### config.mk
export PLATFORM = sky130hd
export DESIGN_NAME = sgcp_fifo
export DESIGN_NICKNAME = d
export VERILOG_FILES = /design/src/rtl/scatter_gather_copy_planner_core_defines.svh /design/src/rtl/sgcp_fifo.sv
export SDC_FILE = /design/constraint.sdc
export NUM_CORES = 1
export LEC_CHECK = 0
export ABC_AREA = 1
export BUFFER_PORTS_ARGS = -buffer_cell sky130_fd_sc_hd__buf_2
export CAP_MARGIN = 20
export CORE_MARGIN = 4
export CORE_UTILIZATION = 55
export DETAILED_ROUTE_END_ITERATION = 10
export MAX_ROUTING_LAYER = met4
export PLACE_DENSITY = 0.87
export SETUP_SLACK_MARGIN = 0.05
export SLEW_MARGIN = 20
export SYNTH_ARGS = -nofsm -noshare
export SYNTH_HDL_FRONTEND = slang
export SYNTH_SLANG_ARGS = --single-unit
### constraint.sdc
create_clock -name clk -period 2.7 [get_ports clk]
set_input_delay 0.405 -clock clk [delete_from_list [all_inputs] [get_ports clk]]
set_output_delay 0.405 -clock clk [all_outputs]
set_load 0.01 [all_outputs]
### src/rtl/scatter_gather_copy_planner_core_defines.svh
// Assertion macros shared by the scatter-gather copy planner RTL.
`ifndef SCATTER_GATHER_COPY_PLANNER_CORE_DEFINES_SVH
`define SCATTER_GATHER_COPY_PLANNER_CORE_DEFINES_SVH

// Same-cycle implication, clocked on clk and disabled while arst_n is low.
`define SGCP_ASSERT_IMP(label, ante, cons) \
	label: assert property (@(posedge clk) disable iff (!arst_n) (ante) |-> (cons)) \
		else $error("sgcp assertion failed");

// Next-cycle implication, clocked on clk and disabled while arst_n is low.
`define SGCP_ASSERT_NXT(label, ante, cons) \
	label: assert property (@(posedge clk) disable iff (!arst_n) (ante) |=> (cons)) \
		else $error("sgcp assertion failed");

`endif

### src/rtl/sgcp_fifo.sv
// Short item queue between the front and the back of the planner.
`default_nettype none

module sgcp_fifo #(
	parameter int W = 8,
	parameter int DEPTH = 4
) (
	input  wire logic         clk,
	input  wire logic         arst_n,
	input  wire logic         push,
	input  wire logic [W-1:0] push_data,
	output logic              full,
	input  wire logic         pop,
	output logic              valid,
	output logic      [W-1:0] pop_data
);

	localparam int PW = (DEPTH > 1) ? $clog2(DEPTH) : 1;
	localparam int CW = $clog2(DEPTH + 1);

	logic [W-1:0]  mem_q [DEPTH];
	logic [PW-1:0] wr_ptr_q;
	logic [PW-1:0] rd_ptr_q;
	logic [CW-1:0] count_q;
	logic          do_push;
	logic          do_pop;

	assign full     = (count_q == CW'(DEPTH));
	assign valid    = (count_q != '0);
	assign do_push  = push && !full;
	assign do_pop   = pop && valid;
	assign pop_data = mem_q[rd_ptr_q];

	always_ff @(posedge clk) begin
		if (do_push) begin
			mem_q[wr_ptr_q] <= push_data;
		end
	end

	always_ff @(posedge clk or negedge arst_n) begin
		if (!arst_n) begin
			wr_ptr_q <= '0;
			rd_ptr_q <= '0;
			count_q  <= '0;
		end else begin
			if (do_push) begin
				wr_ptr_q <= (wr_ptr_q == PW'(DEPTH - 1)) ? '0 : wr_ptr_q + 1'b1;
			end
			if (do_pop) begin
				rd_ptr_q <= (rd_ptr_q == PW'(DEPTH - 1)) ? '0 : rd_ptr_q + 1'b1;
			end
			case ({do_push, do_pop})
				2'b10:   count_q <= count_q + 1'b1;
				2'b01:   count_q <= count_q - 1'b1;
				default: count_q <= count_q;
			endcase
		end
	end

endmodule

`default_nettype wire

# Word level (Yosys, flattened, before mapping)
# Memory sizes are Yosys's and may differ from the RTL's.
# Index checks and enable logic that the tools add are counted.
[op_classes] n_addsub=4 n_eq_ne=5 n_mux=5 reduce_logical=5
[ops] op="equality test 2 bit (second input constant)" count=3
[ops] op="one-hot mux 3 bit (2 select lines)" count=1
[ops] op="adder 2 x 1 -> 2 bit (second input constant)" count=2
[ops] op="2-to-1 mux 2 bit" count=2
[ops] op="adder 3 x 1 -> 3 bit (second input constant)" count=1
[ops] op="equality test 3 bit (second input constant)" count=1
[ops] op="nonzero test 3 bit" count=1
[ops] op="subtractor 3 x 1 -> 3 bit (second input constant)" count=1
[ops] op="equality test 2 x 1 -> 1 bit (second input constant)" count=1
[ops] op="logical AND 1 bit" count=2
[ops] op="2-to-1 mux 1 bit" count=2
[ops] op="nonzero test 2 bit" count=1
[ops] op="logical NOT 1 bit" count=1
[word_totals] ff_bits=7 ramBits=32 in_bits=12 out_inout_bits=10 wordCells=23 memories=1
[mem_list] name="mem_q" words=4 word_bits=8 rd=1 rd_clocked_by_memory_dff=0 wr=1 line="sgcp_fifo.sv:21" source="logic [W-1:0] mem_q [DEPTH];"

# Logic depth before layout (Yosys ltp)
[depth] word_depth=5 depth_mapped=12 depth_no_buf=12

# Worst setup path before layout
# OpenSTA, ideal clock, no wires.
[synth_path] path_kind="register to register" startpoint="reg count_q[1]" endpoint="reg count_q[1]" setup_ns=0.083 t_arrival_ns=1.575 required_ns=2.617 setup_slack_ns=1.043 path_stages_with_launch=9 path_buffers=0 synth_period_minus_slack_ns=1.657 cell_sequence="dfrtp_1 -> inv_1 -> nand3_2 -> nand2_2 -> inv_1 -> ha_1 -> inv_1 -> fa_1 -> o21ai_0"
[synth_lines] item="start: declaration" line="sgcp_fifo.sv:24" source="logic [CW-1:0] count_q;"
[synth_lines] item="start signal: assignment" line="sgcp_fifo.sv:53" source="2'b10: count_q <= count_q + 1'b1;"
[synth_lines] item="start signal: assignment" line="sgcp_fifo.sv:54" source="2'b01: count_q <= count_q - 1'b1;"
[synth_lines] item="start signal: assignment" line="sgcp_fifo.sv:55" source="default: count_q <= count_q;"
[synth_lines] item="nonzero test 3 bit (*)" line="sgcp_fifo.sv:29" source="assign valid = (count_q != '0);"
[synth_lines] item="via valid" line="sgcp_fifo.sv:14" source="output logic valid,"
[synth_lines] item="logical AND 1 bit (*)" line="sgcp_fifo.sv:31" source="assign do_pop = pop && valid;"
[synth_lines] item="via do_pop" line="sgcp_fifo.sv:26" source="logic do_pop;"
[synth_lines] item="equality test 2 x 1 -> 1 bit or equality test 2 bit (tied branches)" line="sgcp_fifo.sv:52" source="case ({do_push, do_pop})"
[synth_lines] item="one-hot mux 3 bit (2 select lines) or nonzero test 2 bit (tied branches)"
# Mark *: on every way through the listed nets, which the timed path passes. The rest lies on a longest branch.
# A chain may end at the register's enable or synchronous reset.

# Worst setup path after layout
[layout_path] startpoint="reg rd_ptr_q[0]" endpoint="out pop_data[1]"
[layout_via] elab_chain_len=1
[layout_lines] item="start: declaration" line="sgcp_fifo.sv:23" source="logic [PW-1:0] rd_ptr_q;"
[layout_lines] item="start signal: assignment" line="sgcp_fifo.sv:50" source="rd_ptr_q <= (rd_ptr_q == PW'(DEPTH - 1)) ? '0 : rd_ptr_q + 1'b1;"
[layout_lines] item="memory (4 x 8 bit)"
[layout_lines] item="end: declaration" line="sgcp_fifo.sv:15" source="output logic [W-1:0] pop_data"
# Every way passes these cells.

==> impl_metrics.toml <==
[status]
status = "complete, no violations"

[power_and_ir_drop]
power_switching_share_pct = 36.7
power.internal_uw = 1390
power.static_leakage_uw = 0.000887
p_per_cell_area_mw_per_mm2 = 1100
seq_power_share_pct = 42.1
pwr-share-clk_pct = 21.8
vdd_drop_max_mv = 0.609
p_comb_share_pct = 36.0
totalPowerFinal_uw = 2200
power_switching_uw = 805

[route]
num_vias = 1133
drt-total-wl_um = 3260
drt-wirelength-per-cell_um = 14.6
drtPass1Iterations = 4
ant_nets = 0
route.detailed.drc = 0
via_per_inst = 5.08
detailedRoute.firstIterationViolations = 46

[critical_path]
reg2reg_from = "count_q[1]"
cp-start-kind = "flip-flop"
worst_path_most_repeated_cell = "nand2_1"
crit_chain = "buf_4 -> nand2_1 -> o211ai_1 -> nand2_1 -> buf_2"
critical-path-slowest-cell = "dfrtp_1"
r2r_cells = 10
arrival_ps = 1740
critPathMaxStageDelay_ps = 670
endpoint_kind = "primary output"
worstSetupPathType = "reg -> out"
crit_path_max_fanout = 19
reg2reg_slack_ps = 750
required_ps = 2300
crit-reg2reg-capture = "count_q[2]"

[flow_run]
drv_cap = 0

[logic_synthesis]
postSynthCellCount = 153
postSynthNetCount = 172
synthDominantAreaCellType = "edfxtp_1"
synth.top_cells.by_area = "edfxtp_1 (54%), dfrtp_1 (9.8%), nand2_1 (7.8%)"
synth.yosys.seq_area_share_pct = 63.8
yosys_register_bits = 39
warnings_synthesis = 0
netlist-cell-type-count = 19
share_of_the_synthesized_area_in_the_top_cell_type_pct = 54.0
postSynthAreaPerCell_um2 = 11.6
synth.cell_area_mm2 = 0.00178

[timing]
fin_tns_setup_ps = 0
timing_worst_slew_pin_value_ps = 786
period_share_pct = 79.5
final.setup_skew_ps = 6.16
period_needed_ps = 2150
setup_repair_after_global_routing_missed_its_margin = "false"
hold_viol_final = 0
worst_slew_margin_rel_pct = 47.4
max_freq_mhz = 466
timing.final.setup_violations = 0
final_max_slew_viol_count = 0

[worst_hold_path]
hold_path_end = "mem_q[1][1]"
holdCritStartpoint = "push_data[1]"
worstHoldPathType = "in -> reg"
worstHoldPathCells = 1

[clock_tree]
cts.sinks = 39
clk_latency_ps = 350
ctsLongestPathBuffers = 2
clockRootBuffer = "clkbuf_4"
cts_inserted_buffers = 5
cts.reportedPaths.clkPinSlew_ps = 120
cts_tree = "yes"
htree_num_levels = 2

[layout]
insertedDiodeCount = 0
areaGrowthSynthToFinish_pct = 12.5
most_common_library_cell_in_the_layout_ignoring_fill_and_taps = "nand2_1"
layout_common_cells = "nand2_1 (37), edfxtp_1 (32), inv_1 (30), buf_2 (21), o211ai_1 (15)"
share_of_final_layout_standard_cells_stronger_than_drive_strength_1_pct = 19.6
nets = 197

[grt]
global_route.overflow_total = 0
antenna_found_initial = 0
grt_start_max_net_pins = 20
grt_pass1_vias = 1165
grt_util_all_layers_pct = 18.0
grt_pass1_wl_um = 5370

[floorplanning]
core.rowCount = 20
pin_count = 22
fp.coreArea_mm2 = 0.00308
total_die_area_mm2 = 0.00421
floorplan.die.width_um = 64.9
start_util_pct = 57.8
die_h_um = 64.9

[placement]
detailed_place_hpwl_um = 2310
gp_routability_congestion = 0.832
port-buffer-count = 21
[critical path: cells and delay by family, from the launching register on]
| kind | cells | cell delay [ps] |
|---|---|---|
| simple gates | 2 | 160 |
| buf+inv | 2 | 470 |
| compound gates | 1 | 90 |
| flops | 1 | 670 |
[worst max path at each step]
| stage | start | end | slack [ps] | depth (start not counted) |
|---|---|---|---|---|
| 6_report | rd_ptr_q[0] | pop_data[1] | 550 | 5 |
| 2_1_floorplan | count_q[1] | count_q[1] | 1040 | 8 |
| 3_5_place_dp | count_q[1] | count_q[2] | 830 | 10 |
| 4_1_cts | rd_ptr_q[0] | pop_data[1] | 530 | 5 |
| 3_3_place_gp | rd_ptr_q[0] | pop_data[5] | 990 | 5 |
| 5_1_grt | rd_ptr_q[0] | pop_data[5] | 360 | 5 |
[timing repair]
action	in CTS	in global routing
setup endpoints to repair	0	0
setup buffers	0	0
hold endpoints to repair	7	0
resized for setup	0	0
hold buffers	1	0
[per-stage QoR]
stage	hold slack, ps	setup WS (ps)	util, %	std cells	cell area [um^2]
after floorplan	109	1040	-	153	1780
after global placement	245	989	61.5	214	1890
after detailed placement	248	835	61.5	214	1890
after CTS	253	531	65.1	223	2000
after global routing	236	362	65.1	223	2000
final	257	552	65.1	223	2000
[Yosys cell counts, drive strengths merged]
cell    count
nand2      39
edfxtp     32
inv        31
o211ai     16
dfrtp       7
nand3       7
ha          6
nor2        6
buf         5
fa          1
nand4       1
o21ai       1
xnor2       1
[kinds of logic (layout without fill, tap and decap cells)]
logic type      Yosys count  in the layout  share of synthesized area [%]
simple gates             53             53                           13.4
xor+xnor                  1              1                          0.492
fa+ha+maj                 7              7                           5.34
flops                    39             39                           63.8
compound gates           17             17                           7.31
buf+inv                  36             62                           9.70
[metal layers]
layer / GRT usage, % / wire length, um
met3: 6.07 / 167
met4: 8.71 / 74
met2: 29.6 / 1720
met1: 19.6 / 1290
met5: - / 0
[registers in the layout, indices dropped and copies added (netlist names)]
signal,count
count_q,3
mem_q,32
rd_ptr_q,2
wr_ptr_q,2
[layout make-up]
type                       instances  area [um^2]
clock buffer                       6         41.3
clock inverter                     2         60.1
fill                             245         1070
inverter                          31          116
multi-input combinational         78          472
sequential                        39         1140
tap                               44         55.1
timing repair buffer              23          123
[power by group through the flow]
stage               clock [uW]  sequential, uW  combinational, uW
floorplan                    0             875                641
global placement             0             932                721
detailed placement           0             940                786
CTS                        485             926                795
global route               514             949                892
finish                     480             926                791
Note: power is estimated with default switching activity, not from simulation.
