### src/rtl/scatter_gather_copy_planner_core_defines.svh
// Assertion macros shared by the scatter-gather copy planner RTL.
`ifndef SCATTER_GATHER_COPY_PLANNER_CORE_DEFINES_SVH
`define SCATTER_GATHER_COPY_PLANNER_CORE_DEFINES_SVH

// Same-cycle implication, clocked on clk and disabled while arst_n is low.
`define SGCP_ASSERT_IMP(label, ante, cons) \
	label: assert property (@(posedge clk) disable iff (!arst_n) (ante) |-> (cons)) \
		else $error("sgcp assertion failed");

// Next-cycle implication, clocked on clk and disabled while arst_n is low.
`define SGCP_ASSERT_NXT(label, ante, cons) \
	label: assert property (@(posedge clk) disable iff (!arst_n) (ante) |=> (cons)) \
		else $error("sgcp assertion failed");

`endif

### src/rtl/sgcp_pkg.sv
// Shared types and constants of the scatter-gather copy planner.
`default_nettype none

package sgcp_pkg;

	localparam int LEN_W       = 13;
	localparam int REG_W       = 18;
	localparam int KIND_W      = 2;
	localparam int CFG_IDX_W   = 1;
	localparam int MAX_RESULTS = 64;
	localparam int QUEUE_DEPTH = 4;

	localparam logic [KIND_W-1:0] KIND_SRC   = 2'd0;
	localparam logic [KIND_W-1:0] KIND_DST   = 2'd1;
	localparam logic [KIND_W-1:0] KIND_START = 2'd2;

	localparam logic [CFG_IDX_W-1:0] CFG_START_OFFSET = 1'b0;
	localparam logic [CFG_IDX_W-1:0] CFG_COPY_LENGTH  = 1'b1;

	typedef struct packed {
		logic [REG_W-1:0] start_offset;
		logic [REG_W-1:0] copy_length;
	} cfg_t;

endpackage

`default_nettype wire

### src/rtl/sgcp_front.sv
// Input side: accept beats, drop unknown kinds, clamp segment lengths to a page.
`default_nettype none

module sgcp_front #(
	parameter int ADDR_BITS = 48,
	parameter int PAGE_BYTES = 4096,
	localparam int IN_W = ((ADDR_BITS + sgcp_pkg::LEN_W + 7) / 8) * 8,
	localparam int QW = sgcp_pkg::KIND_W + ADDR_BITS + sgcp_pkg::LEN_W
) (
	input  wire logic                        s_tvalid,
	output logic                             s_tready,
	input  wire logic [IN_W-1:0]             s_tdata,
	input  wire logic [sgcp_pkg::KIND_W-1:0] s_tuser,
	input  wire logic                        q_full,
	output logic                             q_push,
	output logic      [QW-1:0]               q_data
);

	logic [sgcp_pkg::LEN_W-1:0] raw_len;
	logic [sgcp_pkg::LEN_W-1:0] len;
	logic [ADDR_BITS-1:0]       addr;
	logic                       known;

	assign addr    = s_tdata[ADDR_BITS-1:0];
	assign raw_len = s_tdata[ADDR_BITS +: sgcp_pkg::LEN_W];
	assign len     = (32'(raw_len) > 32'(PAGE_BYTES)) ? sgcp_pkg::LEN_W'(PAGE_BYTES) : raw_len;
	assign known   = s_tuser inside {sgcp_pkg::KIND_SRC, sgcp_pkg::KIND_DST,
		sgcp_pkg::KIND_START};

	// Unknown kinds are taken and dropped without reaching the queue.
	assign s_tready = !q_full;
	assign q_push   = s_tvalid && !q_full && known;
	assign q_data   = {s_tuser, addr, len};

endmodule

`default_nettype wire

### config.mk
export PLATFORM = sky130hd
export DESIGN_NAME = sgcp_front
export DESIGN_NICKNAME = d
export VERILOG_FILES = /design/src/rtl/scatter_gather_copy_planner_core_defines.svh /design/src/rtl/sgcp_pkg.sv /design/src/rtl/sgcp_front.sv
export SDC_FILE = /design/constraint.sdc
export NUM_CORES = 1
export LEC_CHECK = 0
export BUFFER_PORTS_ARGS = -buffer_cell sky130_fd_sc_hd__buf_2
export CAP_MARGIN = 5
export CORE_MARGIN = 5
export CORE_UTILIZATION = 24
export DETAILED_ROUTE_END_ITERATION = 8
export PLACE_DENSITY = 0.91
export SLEW_MARGIN = 25
export SYNTH_ARGS = -nofsm -noshare
export SYNTH_HDL_FRONTEND = slang
export SYNTH_SLANG_ARGS = --single-unit
### constraint.sdc
create_clock -name vclk -period 1
set_input_delay 0.2 -clock vclk [all_inputs]
set_output_delay 0.2 -clock vclk [all_outputs]
set_load 0.05 [all_outputs]
# Word level (Yosys, flattened, before mapping)
# Index checks and enable logic that the tools add are counted.
[word_totals]
ff_bits = 0
word_cells = 9
out_inout_bits = 65
[classes]
n_lt_le_gt_ge = 1
n_reduce_logical = 5
muxes = 1
eq_ne = 2
[op_table]
columns = ["op", "n"]
rows = [
  ["13-bit > comparator, second input constant", 1],
  ["13-bit 2-to-1 mux", 1],
  ["3-bit nonzero test", 1],
  ["2-bit by 1-bit equality test with 1-bit output, second input constant", 1],
  ["2-bit equality test, second input constant", 1],
  ["1-bit logical AND", 2],
  ["2-bit zero test", 1],
  ["1-bit zero test", 1],
]

# Logic depth before layout (Yosys ltp)
# Gate-level depths: netlist of the first run.
[depth]
depth_word = 3
mapped_depth = 2
mapped_depth_nobuf = 2

# Least setup slack after synthesis of the first run
# OpenSTA, ideal clock, no wires.
[synth_path]
kind = "in2out"
start = "input port q_full"
end = "output port q_push"
cell_stages = 2
setup_slack_ns = -0.249
n_path_buf = 0
arrival_ns = 1.049
cell_sequence = "inv_1 and3_1"
[synth_via]
elab_chain_cells = 3
[synth_lines]
columns = ["item", "line", "source"]
rows = [
  ["from (decl)", "sgcp_front.sv:14", "input wire logic q_full,"],
  ["1-bit zero test", "sgcp_front.sv:32", "assign q_push = s_tvalid && !q_full && known;"],
  ["1-bit logical AND (2 in a row)", "sgcp_front.sv:32", ""],
  ["to (decl)", "sgcp_front.sv:15", "output logic q_push,"],
]
# No other way between the ends.

# Worst setup path after layout of the first run
[layout_path]
start = "input port s_tdata[60]"
end = "output port q_data[7]"
[layout_via]
elab_chain_cells = 2
[layout_lines]
columns = ["item", "line", "source"]
rows = [
  ["from (decl)", "sgcp_front.sv:12", "input wire logic [IN_W-1:0] s_tdata,"],
  ["13-bit > comparator", "sgcp_front.sv:26", "assign len = (32'(raw_len) > 32'(PAGE_BYTES)) ? sgcp_pkg::LEN_W'(PAGE_BYTES) : raw_len;"],
  ["13-bit 2-to-1 mux", "sgcp_front.sv:26", ""],
  ["to (decl)", "sgcp_front.sv:16", "output logic [QW-1:0] q_data"],
]
# No other way between the ends.

==> flow_summary.rst, run 1 <==
.. list-table::
   :header-rows: 1

   * - Metric
     - Value
   * - Startpoint of the most critical setup path
     - s_tdata[60]
   * - First DRT Iteration DRCs
     - 5
   * - Proportion of synthesized area in mux cells
     - 0
   * - Fraction of the mapped netlist area in compound gates
     - 0
   * - Synth Instances
     - 67
   * - Slowest cell on the critical path
     - sky130_fd_sc_hd__buf_6
   * - Last weighted congestion value of the routability-driven placer
     - 0.634
   * - Cts hold-fix bufs
     - 0
   * - Library cell with the largest summed area after synthesis
     - sky130_fd_sc_hd__buf_4
   * - Highest attainable clock frequency
     - 1010 MHz
   * - Mean area per synthesized cell
     - 7.54 um2
   * - Total power
     - 303 uW
   * - Final sequential cell count
     - 0
   * - Synthesized area
     - 505 um2
   * - Cell leakage power
     - 0.243 nW
   * - Hold Slack
     - 0.400 ns
   * - Number of nets in the finished design
     - 121
   * - Outcome
     - complete, no violations
   * - Final slew viol count
     - 0
   * - Required time reported for the critical path endpoint
     - 0.80 ns
   * - Total power per unit cell area
     - 663 mW/mm2
   * - Wire length of the first global-routing pass
     - 1730 um
   * - Yosys top cell area share
     - 0.743
   * - Area growth from synthesis to layout
     - -9.65%
   * - Worst stage delay on the critical path
     - 0.17 ns
   * - Num rows
     - 16
   * - FF+latch area
     - 0 um2
   * - Worst setup path end
     - q_data[7]
   * - Critical-path maximum fanout
     - 7
   * - Die Area
     - 0.00312 mm2
   * - Layout cell share with drive strength beyond 1
     - 0.941
   * - Final period util
     - 0.988
   * - Adder and majority cell fraction of the synthesized area
     - 0
   * - Post-synthesis simple-gate area fraction
     - 0.220
   * - Number of vias per cell
     - 4.03
   * - Largest voltage drop on the vdd net
     - 220 uV
   * - CP arrival
     - 0.79 ns
   * - Post-place instance area
     - 382 um2
   * - Worst Setup Start Kind
     - input port
   * - Fin worst setup slack
     - 0.0124 ns
   * - Category of the critical setup timing path
     - input port to primary output
   * - Cells traversed along the worst timing path
     - buf_2 -> buf_12 -> nor2b_2 -> buf_6
   * - Length of the first detailed-routing pass in iterations
     - 4
   * - Fraction of synthesized cell area in xor and xnor cells
     - 0
   * - Routed Antenna Nets
     - 0
   * - Number of diodes
     - 0
   * - Ranking of synthesized cells by area
     - sky130_fd_sc_hd__buf_4, sky130_fd_sc_hd__nor2b_2, sky130_fd_sc_hd__buf_6, sky130_fd_sc_hd__and2b_1, sky130_fd_sc_hd__and3_1
   * - Count of unresolved DRC violations after routing
     - 0
   * - Aggregate routed wire length
     - 1160 um
   * - Total number of yosys warnings
     - 0
   * - Final core area utilization
     - 0.230
   * - Global routing usage summed across all routing layers
     - 0.0654
   * - Pre-CTS WS
     - -0.0676 ns
   * - Half-perimeter wire length after placement
     - 1010 um
   * - Worst-case headroom to the max-slew limit
     - 0.833
   * - Quantity of I/O buffers inserted on ports
     - 34
   * - Net count after synthesis
     - 135
   * - Die Width
     - 55.9 um
   * - Antenna violations before repair
     - 0
   * - Final count of hold timing violations
     - 0
   * - Post-detailed-route wirelength per cell
     - 14.8 um
   * - Total number of vias
     - 314
   * - Number of non-filler instances in the completed layout
     - 78
   * - Cells resized by post-CTS repair
     - 12
   * - Die Height
     - 55.9 um
   * - Setup TNS
     - 0 ns
   * - Part of the Yosys area used for sequential elements
     - 0
   * - Aggregate global routing overflow
     - 0
   * - Clock buf count
     - 0
   * - Period minus WS final
     - 0.988 ns
   * - Effective utilization at floorplan
     - 0.255
   * - Placed cell count
     - 78
   * - Ports placed on the boundary
     - 133
   * - Post-CTS Repair Setup Buffers
     - 0
   * - RSZ-0062 raised after global routing
     - yes
   * - Post-route design area
     - 457 um2
   * - Pin count of the biggest net entering global routing
     - 8
   * - Final-report setup violation count
     - 0
   * - Core ar.
     - 0.00198 mm2
   * - CP Capture Type
     - primary output
   * - Combinational family with the most area after synthesis
     - buffers and inverters
   * - Tightest Hold Check Type
     - input port to primary output
   * - Yosys cell types
     - 9
   * - Via count of the first global-routing pass
     - 313
   * - Number of max-capacitance violations reported
     - 0
   * - Actual slew at the worst max-slew pin
     - 0.253 ns
==> Yosys cell counts <==
master                     count
sky130_fd_sc_hd__nor2b_1       1
sky130_fd_sc_hd__clkbuf_1      1
sky130_fd_sc_hd__inv_1         1
sky130_fd_sc_hd__buf_4        50
sky130_fd_sc_hd__and3_1        1
sky130_fd_sc_hd__and2b_1       1
sky130_fd_sc_hd__nor2b_2      10
sky130_fd_sc_hd__buf_6         1
sky130_fd_sc_hd__nand2_1       1
==> worst min-delay path by stage <==
stage | depth (start not counted) | start | endpoint | slack, ns
floorplan | 1 | s_tdata[60] | q_data[11] | 0.50
global placement | 0 | s_tdata[6] | q_data[19] | 0.40
detailed placement | 0 | s_tdata[6] | q_data[19] | 0.40
CTS | 0 | s_tdata[6] | q_data[19] | 0.40
global route | 0 | s_tdata[40] | q_data[53] | 0.40
finish | 0 | s_tdata[34] | q_data[47] | 0.40
==> cell families after synthesis <==
logic type | count (synthesis)
and+or+nand+nor | 14
buffers and inverters | 53
==> power breakdown <==
part | switching (mW) | internal, mW
Sequential | 0 | 0
Clock | 0 | 0
Combinational | 0.182 | 0.121
Total | 0.182 | 0.121
==> cells in the final DEF, fill, tap and decap left out, drive strengths merged <==
cell     n
and2b    1
and3     1
buf     34
clkbuf   2
inv      1
nand2    1
nor2b   11
==> metal layers <==
layer,track usage,wire length [um],up-vias
li1,-,-,117
met1,0.0381,253,122
met2,0.108,525,53
met3,0.0650,281,22
met4,0.0610,97,0
met5,0,0,-
==> worst max-delay path: cells and delay by family <==
kind,cells,cell delay [ns]
buffers and inverters,3,0.45
and+or+nand+nor,1,0.13
==> cell type report <==
type	instances	area [um2]
Fill cell	210	1530
Tap cell	27	33.8
Multi-Input combinational cell	14	134
Inverter	1	3.75
Timing Repair Buffer	36	285
Power figures use the tool's default switching activity.
==> run 2, diff against run 1 <==
--- a/config.mk
+++ b/config.mk
@@ -7,10 +7,12 @@
 export LEC_CHECK = 0
 export BUFFER_PORTS_ARGS = -buffer_cell sky130_fd_sc_hd__buf_2
 export CAP_MARGIN = 5
+export CORE_ASPECT_RATIO = 0.9
 export CORE_MARGIN = 5
 export CORE_UTILIZATION = 24
 export DETAILED_ROUTE_END_ITERATION = 8
 export PLACE_DENSITY = 0.91
+export SETUP_SLACK_MARGIN = 0.05
 export SLEW_MARGIN = 25
 export SYNTH_ARGS = -nofsm -noshare
 export SYNTH_HDL_FRONTEND = slang
==> flow_summary.rst, run 2 (synthesis results as in run 1) <==
.. list-table::
   :header-rows: 1

   * - Metric
     - Value
   * - Outcome
     - complete, no violations
   * - Commonest cells after routing, fill and taps aside
     - sky130_fd_sc_hd__buf_2, sky130_fd_sc_hd__nor2b_4, sky130_fd_sc_hd__buf_6
   * - Global routing usage summed across all routing layers
     - 0.0572
   * - Post-route design area
     - 518 um2
   * - Final core area utilization
     - 0.263
   * - Number of diodes
     - 0
   * - Number of non-filler instances in the completed layout
     - 76
   * - Ports placed on the boundary
     - 133
   * - Area growth from synthesis to layout
     - 2.48%
   * - Most frequent standard cell in the layout excluding fill and tap cells
     - sky130_fd_sc_hd__buf_2
   * - Last weighted congestion value of the routability-driven placer
     - 0.467
   * - Total power per unit cell area
     - 640 mW/mm2
   * - Int Pwr
     - 143 uW
   * - Die Area
     - 0.00313 mm2
   * - Num rows
     - 15
   * - Final slew viol count
     - 0
   * - Category of the critical setup timing path
     - input port to primary output
   * - Cell leakage power
     - 0.285 nW
   * - Final period util
     - 0.926
   * - CP arrival
     - 0.73 ns
   * - RSZ-0062 raised after global routing
     - no
   * - Cell count of the worst hold path
     - 0
   * - Layout cell share with drive strength beyond 1
     - 0.941
   * - Aggregate global routing overflow
     - 0
   * - Placed cell count
     - 75
   * - Largest voltage drop on the vdd net
     - 242 uV
   * - Final-report setup violation count
     - 0
   * - Actual slew at the worst max-slew pin
     - 0.253 ns
   * - Die Height
     - 53.5 um
   * - Highest attainable clock frequency
     - 1080 MHz
   * - Period minus WS final
     - 0.926 ns
   * - Number of vias per cell
     - 3.87
   * - CP Capture Type
     - primary output
   * - Quantity of I/O buffers inserted on ports
     - 34
   * - Power share of the clock group
     - 0
   * - Worst-case headroom to the max-slew limit
     - 0.832
   * - Post-detailed-route wirelength per cell
     - 15.0 um
   * - Logic pwr share
     - 1.000
   * - Crit path buffers/inverters
     - 3
   * - Most used cell, CP
     - sky130_fd_sc_hd__buf_8
   * - Dominant delay contributor by cell family on the critical path
     - buffers and inverters
   * - Number of max-capacitance violations reported
     - 0
   * - Critical-path maximum fanout
     - 6
   * - Slowest cell on the critical path
     - sky130_fd_sc_hd__buf_8
   * - Die Width
     - 58.4 um
   * - Core ar.
     - 0.00197 mm2
   * - Post-place instance area
     - 394 um2
   * - Length of the first detailed-routing pass in iterations
     - 2
   * - Post-CTS Repair Setup Buffers
     - 0
   * - Antenna violations before repair
     - 0
   * - Total net switching power
     - 188 uW
   * - Aggregate routed wire length
     - 1140 um
   * - Switching part of the total
     - 0.567
   * - Depth of the critical timing path with buffers and inverters included
     - 4
   * - Effective utilization at floorplan
     - 0.257
   * - Cts hold-fix bufs
     - 0
   * - Half-perimeter wire length after placement
     - 904 um
   * - Cells traversed along the worst timing path
     - buf_8 -> buf_12 -> nor2b_4 -> buf_8
   * - Count of unresolved DRC violations after routing
     - 0
   * - Number of nets in the finished design
     - 121
   * - Wire length of the first global-routing pass
     - 1440 um
   * - Final count of hold timing violations
     - 0
   * - Register share of total power
     - 0
   * - First DRT Iteration DRCs
     - 2
   * - Final sequential cell count
     - 0
   * - FF+latch area
     - 0 um2
   * - Clock buf count
     - 0
   * - Setup TNS
     - 0 ns
   * - Tightest Hold Check Type
     - input port to primary output
   * - Total number of vias
     - 294
   * - Hold Slack
     - 0.400 ns
   * - Worst Setup Start Kind
     - input port
   * - Routed Antenna Nets
     - 0
   * - Via count of the first global-routing pass
     - 300
   * - Required time reported for the critical path endpoint
     - 0.80 ns
   * - Worst stage delay on the critical path
     - 0.15 ns
   * - Pin count of the biggest net entering global routing
     - 7
## run 2: cell types whose count changed in the layout (fill, tap and decap cells not counted), sizes merged
cell and delta:
clkbuf -1, buf +1
## run 2: metal layers
metal / global-route usage / vias up / wire length [um]
met5: 0 / - / 0
met4: 0.0463 / 0 / 89
met3: 0.0432 / 12 / 222
met2: 0.0892 / 37 / 593
met1: 0.0495 / 126 / 233
li1: - / 119 / -
## run 2: worst paths after layout
path | slack [ns] | from | to
setup / recovery | 0.07 | s_tdata[60] | q_data[1]
hold / removal | 0.40 | s_tdata[21] | q_data[34]
## run 2: layout make-up
cell class / count / area, um2
Fill cell: 218 / 1450
Inverter: 1 / 3.75
Multi-Input combinational cell: 14 / 174
Tap cell: 25 / 31.3
Timing Repair Buffer: 36 / 309
## run 2: through the flow
step | worst slack [ns] | power, mW
6_report | 0.0743 | 0.331
2_1_floorplan | -0.0887 | 0.721
3_3_place_gp | -0.0455 | 0.268
4_1_cts | 0.0512 | 0.327
5_1_grt | 0.0505 | 0.345
3_5_place_dp | -0.0535 | 0.272
## run 2: power groups by stage
| stage | sequential [mW] | clock [mW] | combinational, mW |
|---|---|---|---|
| after floorplan | 0 | 0 | 0.721 |
| after global placement | 0 | 0 | 0.268 |
| after global routing | 0 | 0 | 0.345 |
| after CTS | 0 | 0 | 0.327 |
| final | 0 | 0 | 0.331 |
| after detailed placement | 0 | 0 | 0.272 |
## run 2: repair_timing
action | in CTS | in global routing
gates cloned | 1 | 0
endpoints found under the setup margin | 13 | 3
gates resized for setup | 27 | 4
pin swaps | 0 | 0
